[config.mk]
export PLATFORM = sky130hd
export DESIGN_NAME = tqir_qcell
export DESIGN_NICKNAME = d
export VERILOG_FILES = /design/src/ticket_queue_with_id_recycling_macros.svh /design/src/tqir_pkg.sv /design/src/tqir_qcell.sv
export SDC_FILE = /design/constraint.sdc
export NUM_CORES = 1
export LEC_CHECK = 0
export ABC_AREA = 1
export BUFFER_PORTS_ARGS = -buffer_cell sky130_fd_sc_hd__buf_2
export CAP_MARGIN = 20
export CORE_MARGIN = 3
export CORE_UTILIZATION = 41
export CTS_CLUSTER_SIZE = 20
export DETAILED_ROUTE_END_ITERATION = 8
export GPL_TIMING_DRIVEN = 1
export PLACE_DENSITY = 0.77
export SLEW_MARGIN = 20
export SYNTH_ARGS = -nofsm -noshare
export SYNTH_HDL_FRONTEND = slang
export SYNTH_SLANG_ARGS = --single-unit
[constraint.sdc]
create_clock -name clk -period 1.7 [get_ports clk]
set_input_delay 0.085 -clock clk [delete_from_list [all_inputs] [get_ports clk]]
set_output_delay 0.085 -clock clk [all_outputs]
set_load 0.005 [all_outputs]
[src/ticket_queue_with_id_recycling_macros.svh]
// ----------------------------------------------------------------------------
// Ticket queue assertion macros
// Concurrent assertion shorthands used by the ticket queue top level.
// ----------------------------------------------------------------------------
`ifndef TICKET_QUEUE_WITH_ID_RECYCLING_MACROS_SVH
`define TICKET_QUEUE_WITH_ID_RECYCLING_MACROS_SVH

`ifndef NO_ASSERTIONS

`define TQIR_ASSERT(lbl, expr, msg) \
	lbl: assert property (@(posedge clk) disable iff (!arst_n) (expr)) \
	else $error(msg);

`define TQIR_ASSERT_NEXT(lbl, ante, cons, msg) \
	lbl: assert property (@(posedge clk) disable iff (!arst_n) (ante) |=> (cons)) \
	else $error(msg);

`else

`define TQIR_ASSERT(lbl, expr, msg)

`define TQIR_ASSERT_NEXT(lbl, ante, cons, msg)

`endif

`endif

[src/tqir_pkg.sv]
// ----------------------------------------------------------------------------
// Ticket queue package
// Operation codes, cell command codes and link flags shared by the top level and the cells.
// ----------------------------------------------------------------------------
package tqir_pkg;

	localparam logic [1:0] OP_ISSUE   = 2'd0;
	localparam logic [1:0] OP_SERVE   = 2'd1;
	localparam logic [1:0] OP_REMOVE  = 2'd2;
	localparam logic [1:0] OP_PROMOTE = 2'd3;

	typedef enum logic [2:0] {
		Q_HOLD,
		Q_MATCH,
		Q_PREFIX,
		Q_APPEND,
		Q_SERVE,
		Q_REMOVE,
		Q_PROMOTE
	} qcmd_t;

	typedef enum logic [1:0] {
		S_HOLD,
		S_PUSH,
		S_POP
	} scmd_t;

	typedef struct packed {
		logic valid;
		logic hit;
	} qflag_t;

endpackage

[src/tqir_qcell.sv]
// ----------------------------------------------------------------------------
// Ticket queue cell
// One queue position: holds a ticket ID, its valid flag and a match flag.
// ----------------------------------------------------------------------------
module tqir_qcell #(
	parameter int ID_W = 8
) (
	input  logic               clk,
	input  logic               arst_n,
	input  tqir_pkg::qcmd_t    cmd,
	input  logic [ID_W-1:0]    bcast_id,
	input  logic [ID_W-1:0]    left_id,
	input  tqir_pkg::qflag_t   left_flags,
	input  logic [ID_W-1:0]    right_id,
	input  tqir_pkg::qflag_t   right_flags,
	input  logic [2:0]         far_hit,
	output logic [ID_W-1:0]    id,
	output tqir_pkg::qflag_t   flags
);
	import tqir_pkg::*;

	logic [ID_W-1:0] id_q;
	logic [ID_W-1:0] id_d;
	qflag_t          flags_q;
	qflag_t          flags_d;

	always_comb begin
		id_d    = id_q;
		flags_d = flags_q;
		unique case (cmd)
			Q_HOLD: begin
			end
			Q_MATCH: begin
				flags_d.hit = flags_q.valid && (id_q == bcast_id);
			end
			Q_PREFIX: begin
				flags_d.hit = flags_q.hit || (|far_hit);
			end
			Q_APPEND: begin
				if (left_flags.valid && !flags_q.valid) begin
					id_d          = bcast_id;
					flags_d.valid = 1'b1;
				end
			end
			Q_SERVE: begin
				id_d          = right_id;
				flags_d.valid = right_flags.valid;
			end
			Q_REMOVE: begin
				if (flags_q.hit) begin
					id_d          = right_id;
					flags_d.valid = right_flags.valid;
				end
			end
			Q_PROMOTE: begin
				if (!left_flags.hit) begin
					id_d = left_id;
				end
			end
			default: begin
			end
		endcase
	end

	always_ff @(posedge clk or negedge arst_n) begin
		if (!arst_n) begin
			flags_q <= '0;
		end else begin
			flags_q <= flags_d;
		end
	end

	always_ff @(posedge clk) begin
		id_q <= id_d;
	end

	assign id    = id_q;
	assign flags = flags_q;

endmodule

==> impl_metrics.yaml <==
status:
  status: "finished, final reports clean"
critical_path:
  r2r_start: "flags[1]$_DFFE_PN0P_"
  crit_fanout: 8
  regToRegEndpoint: "id[5]$_DFFE_PP_"
  r2r_cells: 4
  crit_path_start_kind: "flop"
  arrival_ps: 1460
  worstSetupEndpointType: "flop"
  path_class: "reg2reg"
  r2r_slack_ps: 180
  crit_required_ps: 1630
floorplanning:
  ios: 46
  die_h_microns: 48.5
  die_w_microns: 48.5
  rows: 14
  initial_core_util_pct: 46.0
  die_area_sq_um: 2360
  coreArea_sq_um: 1610
timing:
  tightest_slew_ps: 444
  fin_skew_ps: 2.42
  max_freq_mhz: 657
  hold_viol: 0
  maxSlewHeadroom_pct: 70.4
  setup_viol: 0
  period_share_pct: 89.6
  period_minus_slack_ps: 1520
  finalMaxSlewViolations: 0
  tns_ps: 0
  grt_setup_unrepaired: "false"
  timing.hold.ws_ps: 90.1
cells_and_area:
  num_antenna_cells: 0
  filler_cell_count: 167
  drive_gt1_share_pct: 32.1
  final_area_sq_um: 1040
  nets: 205
  syn2layout_area_growth_pct: 40.0
  final_util_pct: 64.4
route:
  wl_per_cell_microns: 10.2
  drt_wl_total_microns: 1960
  drtIter0Drc: 11
  vias_per_cell: 4.46
  drt_pass1_iterations: 4
  post-route-drc-count: 0
  antenna_left: 0
  vias: 856
logic_synthesis:
  synth.area.top_cells: "edfxtp_1, nand2_1, nand3_1"
  ys_seq_area_share_pct: 39.1
  syn-mean-instance-area_sq_um: 6.23
  syn_area_sq_um: 742
  synthCells: 119
  synth_top_cell_by_area: "edfxtp_1"
  syn_nets: 155
  ys_warn_count: 0
  synthDistinctLibCells: 14
  netlist.area_leader.share_pct: 32.4
  synth-seq-cells: 10
global_route:
  grt_pass1_wl_microns: 3270
  antenna_found_initial: 0
  grt_overflow_total: 0
  grt_start_max_net_pins: 10
  grt_usage_pct: 17.3
  first_global_vias: 790
placed_design:
  gp_congestion: 0.718
  hpwl_microns: 1580
  place_area_sq_um: 992
  numPortBuffers: 44
power_and_ir_drop:
  leakagePower_nw: 0.611
  ir_drop_v: 0.000541
  cellPowerDensity_nw_per_um2: 701
flow_run:
  max_cap_viol_count: 0
cts:
  cts.htree.levels: 1
  clk_latency_ps: 270
  cts_tree: "built"
  clock-sinks: 10
  path_clk_slew_ps: 70
  cts.root.buffer_cell: "clkbuf_4"
  cts_buffers: 3
  clk_path_buf_depth: 2
  cts_resized: 0
worst_hold_path:
  hold_path_class: "in2reg"
  hold_start: "right_id[6]"
  hold_end: "id[6]$_DFFE_PP_"
  min_path_cells: 3
-- routing by layer --
layer	vias to the layer above	part of all wire [%]	GRT usage [%]
met2	27	49	31.9
met4	0	0.41	1.42
met3	2	6.8	4.91
met5	-	0	0
met1	357	43	20.8
li1	470	-	-
-- through the flow --
| step | std cells | setup slack [ps] | total power [W] |
|---|---|---|---|
| global route | 192 | 47.5 | 0.000774 |
| global placement | 187 | 274 | 0.000507 |
| finish | 192 | 177 | 0.000728 |
| floorplan | 119 | 387 | 0.000418 |
| detailed placement | 187 | 169 | 0.000514 |
| CTS | 192 | 159 | 0.000734 |
-- power by group --
group / internal [W] / total, W / switching [W]
clock: 0.000130 / 0.000220 / 0.0000901
combinational: 0.0000872 / 0.000188 / 0.000101
sequential: 0.000300 / 0.000320 / 0.0000199
total: 0.000517 / 0.000728 / 0.000211
-- final cells by class --
| class | count | area [sq um] | share of cell area [%] |
|---|---|---|---|
| well taps | 24 | 30.0 | 2.89 |
| flip-flops and latches | 10 | 290 | 28.0 |
| clock buffers | 4 | 36.3 | 3.49 |
| repair buffers | 45 | 230 | 22.2 |
| inverters | 21 | 78.8 | 7.59 |
| multi-input cells | 88 | 373 | 35.9 |
-- cell families (layout without fill, tap and decap cells) --
logic type             count (synthesis)  in the layout  share of synthesized area [%]
AO/OA/AOI/OAI                          3              3                           3.21
flip-flops                            10             10                           39.1
AND/OR/NAND/NOR                       85             85                           47.1
buffers and inverters                 21             70                           10.6
-- sequential cells by signal, summed over array words and instances, names as in the netlist --
signal / flops
flags: 2
id: 8
-- worst max path at each step --
stage / startpoint / to / slack [ps] / cells after the start
final: flags[1]$_DFFE_PN0P_ / id[5]$_DFFE_PP_ / 180 / 4
after global routing: flags[1]$_DFFE_PN0P_ / id[0]$_DFFE_PP_ / 50 / 4
after CTS: flags[1]$_DFFE_PN0P_ / id[7]$_DFFE_PP_ / 160 / 4
after detailed placement: flags[1]$_DFFE_PN0P_ / id[7]$_DFFE_PP_ / 170 / 4
after global placement: flags[1]$_DFFE_PN0P_ / id[7]$_DFFE_PP_ / 270 / 4
after floorplan: flags[1]$_DFFE_PN0P_ / id[0]$_DFFE_PP_ / 390 / 4
-- cells in the final DEF, fill, tap and decap left out --
cell | Yosys | routed
buf_2 | 0 | 44
nand2_1 | 55 | 55
o21bai_1 | 1 | 1
a21boi_0 | 1 | 1
dfrtp_1 | 2 | 2
and3_1 | 1 | 1
clkbuf_8 | 0 | 1
clkbuf_4 | 0 | 3
dlygate4sd3_1 | 0 | 1
nor3b_1 | 1 | 1
nand2_2 | 1 | 1
nand3_1 | 16 | 16
o21ai_2 | 1 | 1
edfxtp_1 | 8 | 8
inv_1 | 17 | 17
nor2_1 | 10 | 10
inv_2 | 4 | 4
nor3_1 | 1 | 1
-- what timing repair did --
action                                 CTS  global route
endpoints found under the hold margin    2             0
buffers inserted                         0             0
hold buffers                             1             0
-- cell usage after synthesis --
master,number
nor3b_1,1
nor3_1,1
edfxtp_1,8
o21bai_1,1
nand2_2,1
inv_1,17
o21ai_2,1
nor2_1,10
inv_2,4
a21boi_0,1
dfrtp_1,2
and3_1,1
nand3_1,16
nand2_1,55
-- worst max-delay path, stage by stage, from the launching register on --
cell and delay (ps):
dfrtp_1 410, nor2_1 120, nor2_1 60, nor2_1 170, and3_1 430
(Power assumes the default switching activity.)
