==> config.mk <==
export PLATFORM = sky130hd
export DESIGN_NAME = tqir_scell
export DESIGN_NICKNAME = d
export VERILOG_FILES = /design/src/ticket_queue_with_id_recycling_macros.svh /design/src/tqir_pkg.sv /design/src/tqir_scell.sv
export SDC_FILE = /design/constraint.sdc
export NUM_CORES = 1
export LEC_CHECK = 0
export BUFFER_PORTS_ARGS = -buffer_cell sky130_fd_sc_hd__buf_4
export CORE_AREA = 2 2 39 41
export CTS_BUF_LIST = sky130_fd_sc_hd__clkbuf_4 sky130_fd_sc_hd__clkbuf_8
export DETAILED_ROUTE_END_ITERATION = 8
export DIE_AREA = 0 0 41 43
export PLACE_DENSITY = 0.66
export SLEW_MARGIN = 20
export SYNTH_ARGS = -nofsm -noshare
export SYNTH_HDL_FRONTEND = slang
export SYNTH_SLANG_ARGS = --single-unit
==> constraint.sdc <==
create_clock -name clk -period 0.9 [get_ports clk]
set_clock_uncertainty 0.1 [all_clocks]
set_input_delay 0.18 -clock clk [delete_from_list [all_inputs] [get_ports clk]]
set_output_delay 0.18 -clock clk [all_outputs]
set_load 0.005 [all_outputs]
==> src/ticket_queue_with_id_recycling_macros.svh <==
// ----------------------------------------------------------------------------
// Ticket queue assertion macros
// Concurrent assertion shorthands used by the ticket queue top level.
// ----------------------------------------------------------------------------
`ifndef TICKET_QUEUE_WITH_ID_RECYCLING_MACROS_SVH
`define TICKET_QUEUE_WITH_ID_RECYCLING_MACROS_SVH

`ifndef NO_ASSERTIONS

`define TQIR_ASSERT(lbl, expr, msg) \
	lbl: assert property (@(posedge clk) disable iff (!arst_n) (expr)) \
	else $error(msg);

`define TQIR_ASSERT_NEXT(lbl, ante, cons, msg) \
	lbl: assert property (@(posedge clk) disable iff (!arst_n) (ante) |=> (cons)) \
	else $error(msg);

`else

`define TQIR_ASSERT(lbl, expr, msg)

`define TQIR_ASSERT_NEXT(lbl, ante, cons, msg)

`endif

`endif

==> src/tqir_pkg.sv <==
// ----------------------------------------------------------------------------
// Ticket queue package
// Operation codes, cell command codes and link flags shared by the top level and the cells.
// ----------------------------------------------------------------------------
package tqir_pkg;

	localparam logic [1:0] OP_ISSUE   = 2'd0;
	localparam logic [1:0] OP_SERVE   = 2'd1;
	localparam logic [1:0] OP_REMOVE  = 2'd2;
	localparam logic [1:0] OP_PROMOTE = 2'd3;

	typedef enum logic [2:0] {
		Q_HOLD,
		Q_MATCH,
		Q_PREFIX,
		Q_APPEND,
		Q_SERVE,
		Q_REMOVE,
		Q_PROMOTE
	} qcmd_t;

	typedef enum logic [1:0] {
		S_HOLD,
		S_PUSH,
		S_POP
	} scmd_t;

	typedef struct packed {
		logic valid;
		logic hit;
	} qflag_t;

endpackage

==> src/tqir_scell.sv <==
// ----------------------------------------------------------------------------
// Recycle stack cell
// One stack slot: holds a recycled ticket ID and its valid flag.
// ----------------------------------------------------------------------------
module tqir_scell #(
	parameter int ID_W = 8
) (
	input  logic             clk,
	input  logic             arst_n,
	input  tqir_pkg::scmd_t  cmd,
	input  logic [ID_W-1:0]  left_id,
	input  logic             left_valid,
	input  logic [ID_W-1:0]  right_id,
	input  logic             right_valid,
	output logic [ID_W-1:0]  id,
	output logic             valid
);
	import tqir_pkg::*;

	logic [ID_W-1:0] id_q;
	logic [ID_W-1:0] id_d;
	logic            valid_q;
	logic            valid_d;

	always_comb begin
		id_d    = id_q;
		valid_d = valid_q;
		unique case (cmd)
			S_HOLD: begin
			end
			S_PUSH: begin
				id_d    = left_id;
				valid_d = left_valid;
			end
			S_POP: begin
				id_d    = right_id;
				valid_d = right_valid;
			end
			default: begin
			end
		endcase
	end

	always_ff @(posedge clk or negedge arst_n) begin
		if (!arst_n) begin
			valid_q <= 1'b0;
		end else begin
			valid_q <= valid_d;
		end
	end

	always_ff @(posedge clk) begin
		id_q <= id_d;
	end

	assign id    = id_q;
	assign valid = valid_q;

endmodule

==> results of run 1 <==
-- cell usage after synthesis (all sizes together) --
master  number  area share, %
edfxtp       8             55
inv          2            1.7
ha           1            2.9
mux2         8             28
o21ai        1            1.1
mux2i        1            2.3
nand2        1           0.86
dfrtp        1            5.7
buf          1            2.6
-- cell type report --
class | instances | area (µm²)
Inverter | 2 | 18.8
Tap cell | 16 | 20.0
Sequential cell | 9 | 265
Clock buffer | 4 | 30.0
Timing Repair Buffer | 35 | 303
Multi-Input combinational cell | 12 | 164
Fill cell | 103 | 583
-- worst register-to-register path, delay by kind of cell, from the launching register on --
family	cells	cell delay, ns
AOI/OAI and AO/OA	1	0.06
DFF	1	0.40
and+or+nand+nor	1	0.07
-- registers in the layout (all words and copies together), names as in the netlist --
name	cells
id	8
valid	1
-- power by group --
part           switching (mW)  internal [mW]  total (mW)
Clock                   0.128          0.200       0.328
Combinational          0.0884          0.224       0.313
Sequential             0.0210          0.527       0.548
-- layer usage --
layer	vias to the layer above	wire length [µm]	share of wire [%]	GRT usage [%]
met5	-	0	0	0
met4	0	0	0	6.00
met3	0	60	7.4	5.24
met2	13	462	57	17.5
met1	142	283	35	11.9
li1	163	-	-	-
-- cells in the final DEF, fill, tap and decap left out --
cell type | synthesis | layout
buf_4 | 0 | 25
buf_6 | 1 | 8
buf_8 | 0 | 1
clkbuf_4 | 0 | 4
clkinvlp_4 | 0 | 1
dfrtp_1 | 1 | 1
dlygate4sd3_1 | 0 | 1
edfxtp_1 | 8 | 8
ha_4 | 0 | 1
inv_8 | 0 | 1
mux2_4 | 8 | 8
mux2i_1 | 1 | 1
nand2_1 | 1 | 1
o21ai_1 | 1 | 1
-- final timing paths --
| check | endpoint | slack (ns) | depth (start not counted) |
|---|---|---|---|
| max | valid | -0.15 | 1 |
| min | id[7] | 0.12 | 2 |
| max reg2reg | valid | 0.16 | 2 |
| min reg2reg | valid | 0.44 | 2 |
| max in group asynchronous | valid | 0.48 | 2 |
| min in group asynchronous | valid | 0.14 | 2 |
-- repair_timing --
item                                   4_1_cts  5_1_grt
setup endpoints to repair                   18       18
endpoints found under the hold margin        1        0
hold buffers                                 1        0
pin swaps                                    1        2
buffers inserted                             2        0
cloned                                       0        0
resized for setup                            7        4
-- cells by family (layout without fill, tap and decap cells) --
family / count (synthesis) / after routing / share of synthesized area (%)
flops: 9 / 9 / 60.9
simple gates: 1 / 1 / 0.861
compound gates: 1 / 1 / 1.15
buf+inv: 3 / 41 / 4.31
fa+ha+maj: 1 / 1 / 2.87
mux: 9 / 9 / 29.9
-- per-stage QoR --
stage                     total power [mW]  setup slack [ns]  TNS [ns]  std cells
after detailed placement             0.834            -0.346     -4.98         71
final                                 1.19            -0.154     -1.60         78
after floorplan                      0.660            -0.211     -2.32         24
after CTS                             1.18            -0.160     -1.64         78
after global routing                  1.26            -0.188     -1.98         78
after global placement               0.832            -0.342     -4.95         71
==> impl_metrics.tcl, run 1 <==
set metrics [dict create \
    finalHoldWorstSlack_ns 0.122 \
    worstPathBufferInverterCount 1 \
    min_from "right_id[7]" \
    rsz_0062_raised_after_global_routing "true" \
    netlist_instances 24 \
    synth.net_count 47 \
    outcome "finished with violations" \
    cts_made_buffers 3 \
    ant_nets 0 \
    insertedDiodeCount 0 \
    routedWlPerCell_um 10.3 \
    finalSetupViolations 17 \
    pin_count_of_the_biggest_net_entering_global_routing 9 \
    timing.critical_path.fanout_max 2 \
    hold_viol_final 0 \
    p_leak_nw 0.370 \
    placementRows 14 \
    cap_violations 0 \
    critical_path_s_slowest_cell "dfrtp_1" \
    area_delta_synth_final_pct 83.9 \
    crit_path_start "valid" \
    layout-drive-gt1-share_pct 79.0 \
    worst_slew_pin_slew_ns 0.161 \
    ys_seq_area_share_pct 60.9 \
    grt_first_pass_wirelength_um 1280 \
    crit_path_cell_trace "buf_6" \
    drc 0 \
    yosysUniqueCellTypes 9 \
    yosys_warnings 0 \
    number_of_buffer_cells_added_on_primary_ports 30 \
    die_area_um2 1760 \
    crit_path_max_incr_delay_ns 0.40 \
    synthesis.area_um2 435 \
    wirelength_um 807 \
    gr-total-overflow 0 \
    detail_route.vias_per_cell 4.08 \
    setup.worst_path.start_class "flip-flop" \
    pwr_dens_nw_per_um2 1480 \
    cts.sink_count 9 \
    finalWeightedCongestion 0.635 \
    placed_area_um2 708 \
    path_delay_family "flip-flops" \
    ys_ff_latch 9 \
    cp_data_required_time_ns 0.62 \
    dr_total_vias 318 \
    fmaxAchievable_ghz 0.949 \
    final_worst_path_cycle_share_pct 117 \
    critical_path_arrival_ns 0.77 \
    die_h_um 43 \
    violations "negative setup slack" \
    layout.cell_area.non_filler_um2 801 \
    cts.reportedPaths.clkPinSlew_ns 0.06 \
    slew_headroom_pct 89.3 \
    floorplan.initialDensity_pct 31.5 \
    syn_area_per_cell_um2 18.1 \
    largest_vdd_supply_drop_v 0.00118 \
    cts.htree.levels 1 \
    grtUsageTotal_pct 11.2 \
    drt_iter0_drc 1 \
    grt_antenna_before_repair 0 \
    core_area_um2 1380 \
    layout.nets 86 \
    root_buffer "clkbuf_4" \
    critPathCaptureType "output port" \
    vias_in_the_first_global_route 309 \
    hold_class "in -> reg" \
    boundary_pin_count 31 \
    max_slew_violation_total_from_the_final_report 0 \
    criticalPathCategory "reg -> out" \
    postLayoutCoreUtil_pct 57.9 \
    cts.path.max_buffers 2 \
    first_pass_iters 4 \
    final_critical_path_setup_slack_ns -0.154 \
    insertion_delay_ns 0.25 \
    finalWorstPathRequiredPeriod_ns 1.05 \
    die-width_um 41 \
    tritoncts "built" \
    worstReg2RegStart "valid" \
]
No activity file was read; power rests on OpenSTA's default activity.
==> inputs of run 2 (changes only) <==
--- a/config.mk
+++ b/config.mk
@@ -7,7 +7,7 @@
 export LEC_CHECK = 0
 export BUFFER_PORTS_ARGS = -buffer_cell sky130_fd_sc_hd__buf_4
 export CORE_AREA = 2 2 39 41
-export CTS_BUF_LIST = sky130_fd_sc_hd__clkbuf_4 sky130_fd_sc_hd__clkbuf_8
+export CTS_BUF_LIST = sky130_fd_sc_hd__clkbuf_8
 export DETAILED_ROUTE_END_ITERATION = 8
 export DIE_AREA = 0 0 41 43
 export PLACE_DENSITY = 0.66
==> impl_metrics.tcl, run 2 (same netlist as run 1, synthesis figures left out) <==
set metrics [dict create \
    first_pass_iters 4 \
    number_of_buffer_cells_added_on_primary_ports 30 \
    violations "negative setup slack" \
    cts.path.max_buffers 2 \
    final_critical_path_setup_slack_ns -0.125 \
    area_delta_synth_final_pct 94.8 \
    finalWeightedCongestion 0.635 \
    grt_busiest_layer "met2" \
    endpoint_of_the_worst_register_to_register_path "valid" \
    layout-drive-gt1-share_pct 78.1 \
    slew_headroom_pct 89.0 \
    groute.layer.met1.usage_pct 14.2 \
    largest_register_ff_count 8 \
    path_delay_family "multiplexers" \
    cts.htree.levels 1 \
    finalSetupViolations 18 \
    setup.worst_path.start_class "primary input" \
    hold_viol_final 0 \
    cts_made_buffers 3 \
    layout.cells.most_common "buf_4" \
    routedWlPerCell_um 11.6 \
    tritoncts "built" \
    critical_path_s_slowest_cell "mux2_4" \
    largest_vdd_supply_drop_v 0.00105 \
    crit_path_max_incr_delay_ns 0.29 \
    gr-total-overflow 0 \
    die_h_um 43 \
    setup_tns_ns -1.87 \
    layoutNonFillerInstCount 80 \
    r2r_cells 2 \
    reg2reg_slack_ns 0.17 \
    cp_data_required_time_ns 0.78 \
    fmaxAchievable_ghz 0.976 \
    pin_count_of_the_biggest_net_entering_global_routing 9 \
    critical_path_arrival_ns 0.90 \
    detail_route.vias_per_cell 4.29 \
    placed_cells 71 \
    min_path_cells 3 \
    dr_total_vias 343 \
    ant_nets 0 \
    drt_iter0_drc 5 \
    boundary_pin_count 31 \
    placed_area_um2 708 \
    worst_slew_pin_slew_ns 0.165 \
    min_from "left_valid" \
    cts.reportedPaths.clkPinSlew_ns 0.05 \
    cap_violations 0 \
    post-layout-total-power_mw 1.33 \
    layout.nets 88 \
    rsz_0062_raised_after_global_routing "true" \
    placementRows 14 \
    core_area_um2 1380 \
    pwr_dens_nw_per_um2 1570 \
    timing.hold.worst_endpoint "valid" \
    cts.sink_count 9 \
    p_leak_nw 0.393 \
    worstPathBufferInverterCount 3 \
    post-place-ws_ns -0.346 \
    critPathCaptureType "flip-flop" \
    root_buffer "clkbuf_8" \
    criticalPathCategory "in -> reg" \
    layout_common_cells "buf_4, mux2_4, edfxtp_1, buf_6, clkbuf_8" \
    final_worst_path_cycle_share_pct 114 \
    insertedDiodeCount 0 \
    grtUsageTotal_pct 12.3 \
    max_slew_violation_total_from_the_final_report 0 \
    grtUsageMet2_pct 19.1 \
    grt_antenna_before_repair 0 \
    finalHoldWorstSlack_ns 0.147 \
    hold_class "in -> reg" \
    floorplan.initialDensity_pct 31.5 \
    vias_in_the_first_global_route 330 \
    outcome "finished with violations" \
    wirelength_um 927 \
    drc 0 \
    layout.cell_area.non_filler_um2 848 \
    timing.critical_path.fanout_max 4 \
    grt_first_pass_wirelength_um 1390 \
    postLayoutCoreUtil_pct 61.3 \
    insertion_delay_ns 0.23 \
    die_area_um2 1760 \
    crit_path_cell_trace "buf_8 -> clkinv_8 -> ha_4 -> buf_6 -> mux2_4" \
    finalWorstPathRequiredPeriod_ns 1.02 \
    grt.met3_usage_pct 3.14 \
    worstReg2RegStart "valid" \
    die-width_um 41 \
]
## run 2: cell count changes in the layout (fill, tap and decap cells not counted)
cell,delta
buf_4,+1
inv_1,+1
clkbuf_8,+3
inv_8,-1
clkbuf_4,-4
buf_12,+1
clkinv_8,+1
## run 2: worst max path at each step
stage | depth (start not counted) | startpoint | slack (ns) | to
floorplan | 4 | cmd[0] | -0.21 | id[0]
global placement | 4 | cmd[0] | -0.34 | id[0]
detailed placement | 4 | cmd[0] | -0.35 | id[0]
CTS | 1 | valid | -0.13 | valid
global route | 1 | id[7] | -0.15 | id[7]
finish | 5 | cmd[0] | -0.12 | id[4]
## run 2: cell type report
| type | instances | area, µm² |
|---|---|---|
| sequential | 9 | 265 |
| tap | 16 | 20.0 |
| clock buffer | 3 | 41.3 |
| timing repair buffer | 37 | 330 |
| inverter | 2 | 23.8 |
| clock inverter | 1 | 3.75 |
| multi-input combinational | 12 | 164 |
| fill | 96 | 536 |
## run 2: report_power, final
| group | internal [mW] | switching, mW | leakage, nW |
|---|---|---|---|
| clock network | 0.296 | 0.152 | 0.0269 |
| logic | 0.237 | 0.0951 | 0.276 |
| registers | 0.529 | 0.0217 | 0.0905 |
| total | 1.06 | 0.268 | 0.393 |
## run 2: layer usage
metal / wire length, µm / vias up
met5: 0 / -
met4: 24 / 0
met3: 66 / 4
met2: 478 / 17
met1: 358 / 155
li1: - / 167
## run 2: repair_timing
action | CTS | global route
setup endpoints to repair | 26 | 18
endpoints found under the hold margin | 1 | 0
resized for setup | 8 | 5
pin swaps | 1 | 0
buffers inserted | 4 | 0
hold buffers | 1 | 0
cloned | 0 | 0
## run 2: worst register-to-register path, stage by stage, from the launching register on
cell     delay, ns
dfrtp_1       0.39
nand2_1       0.07
o21ai_1       0.06
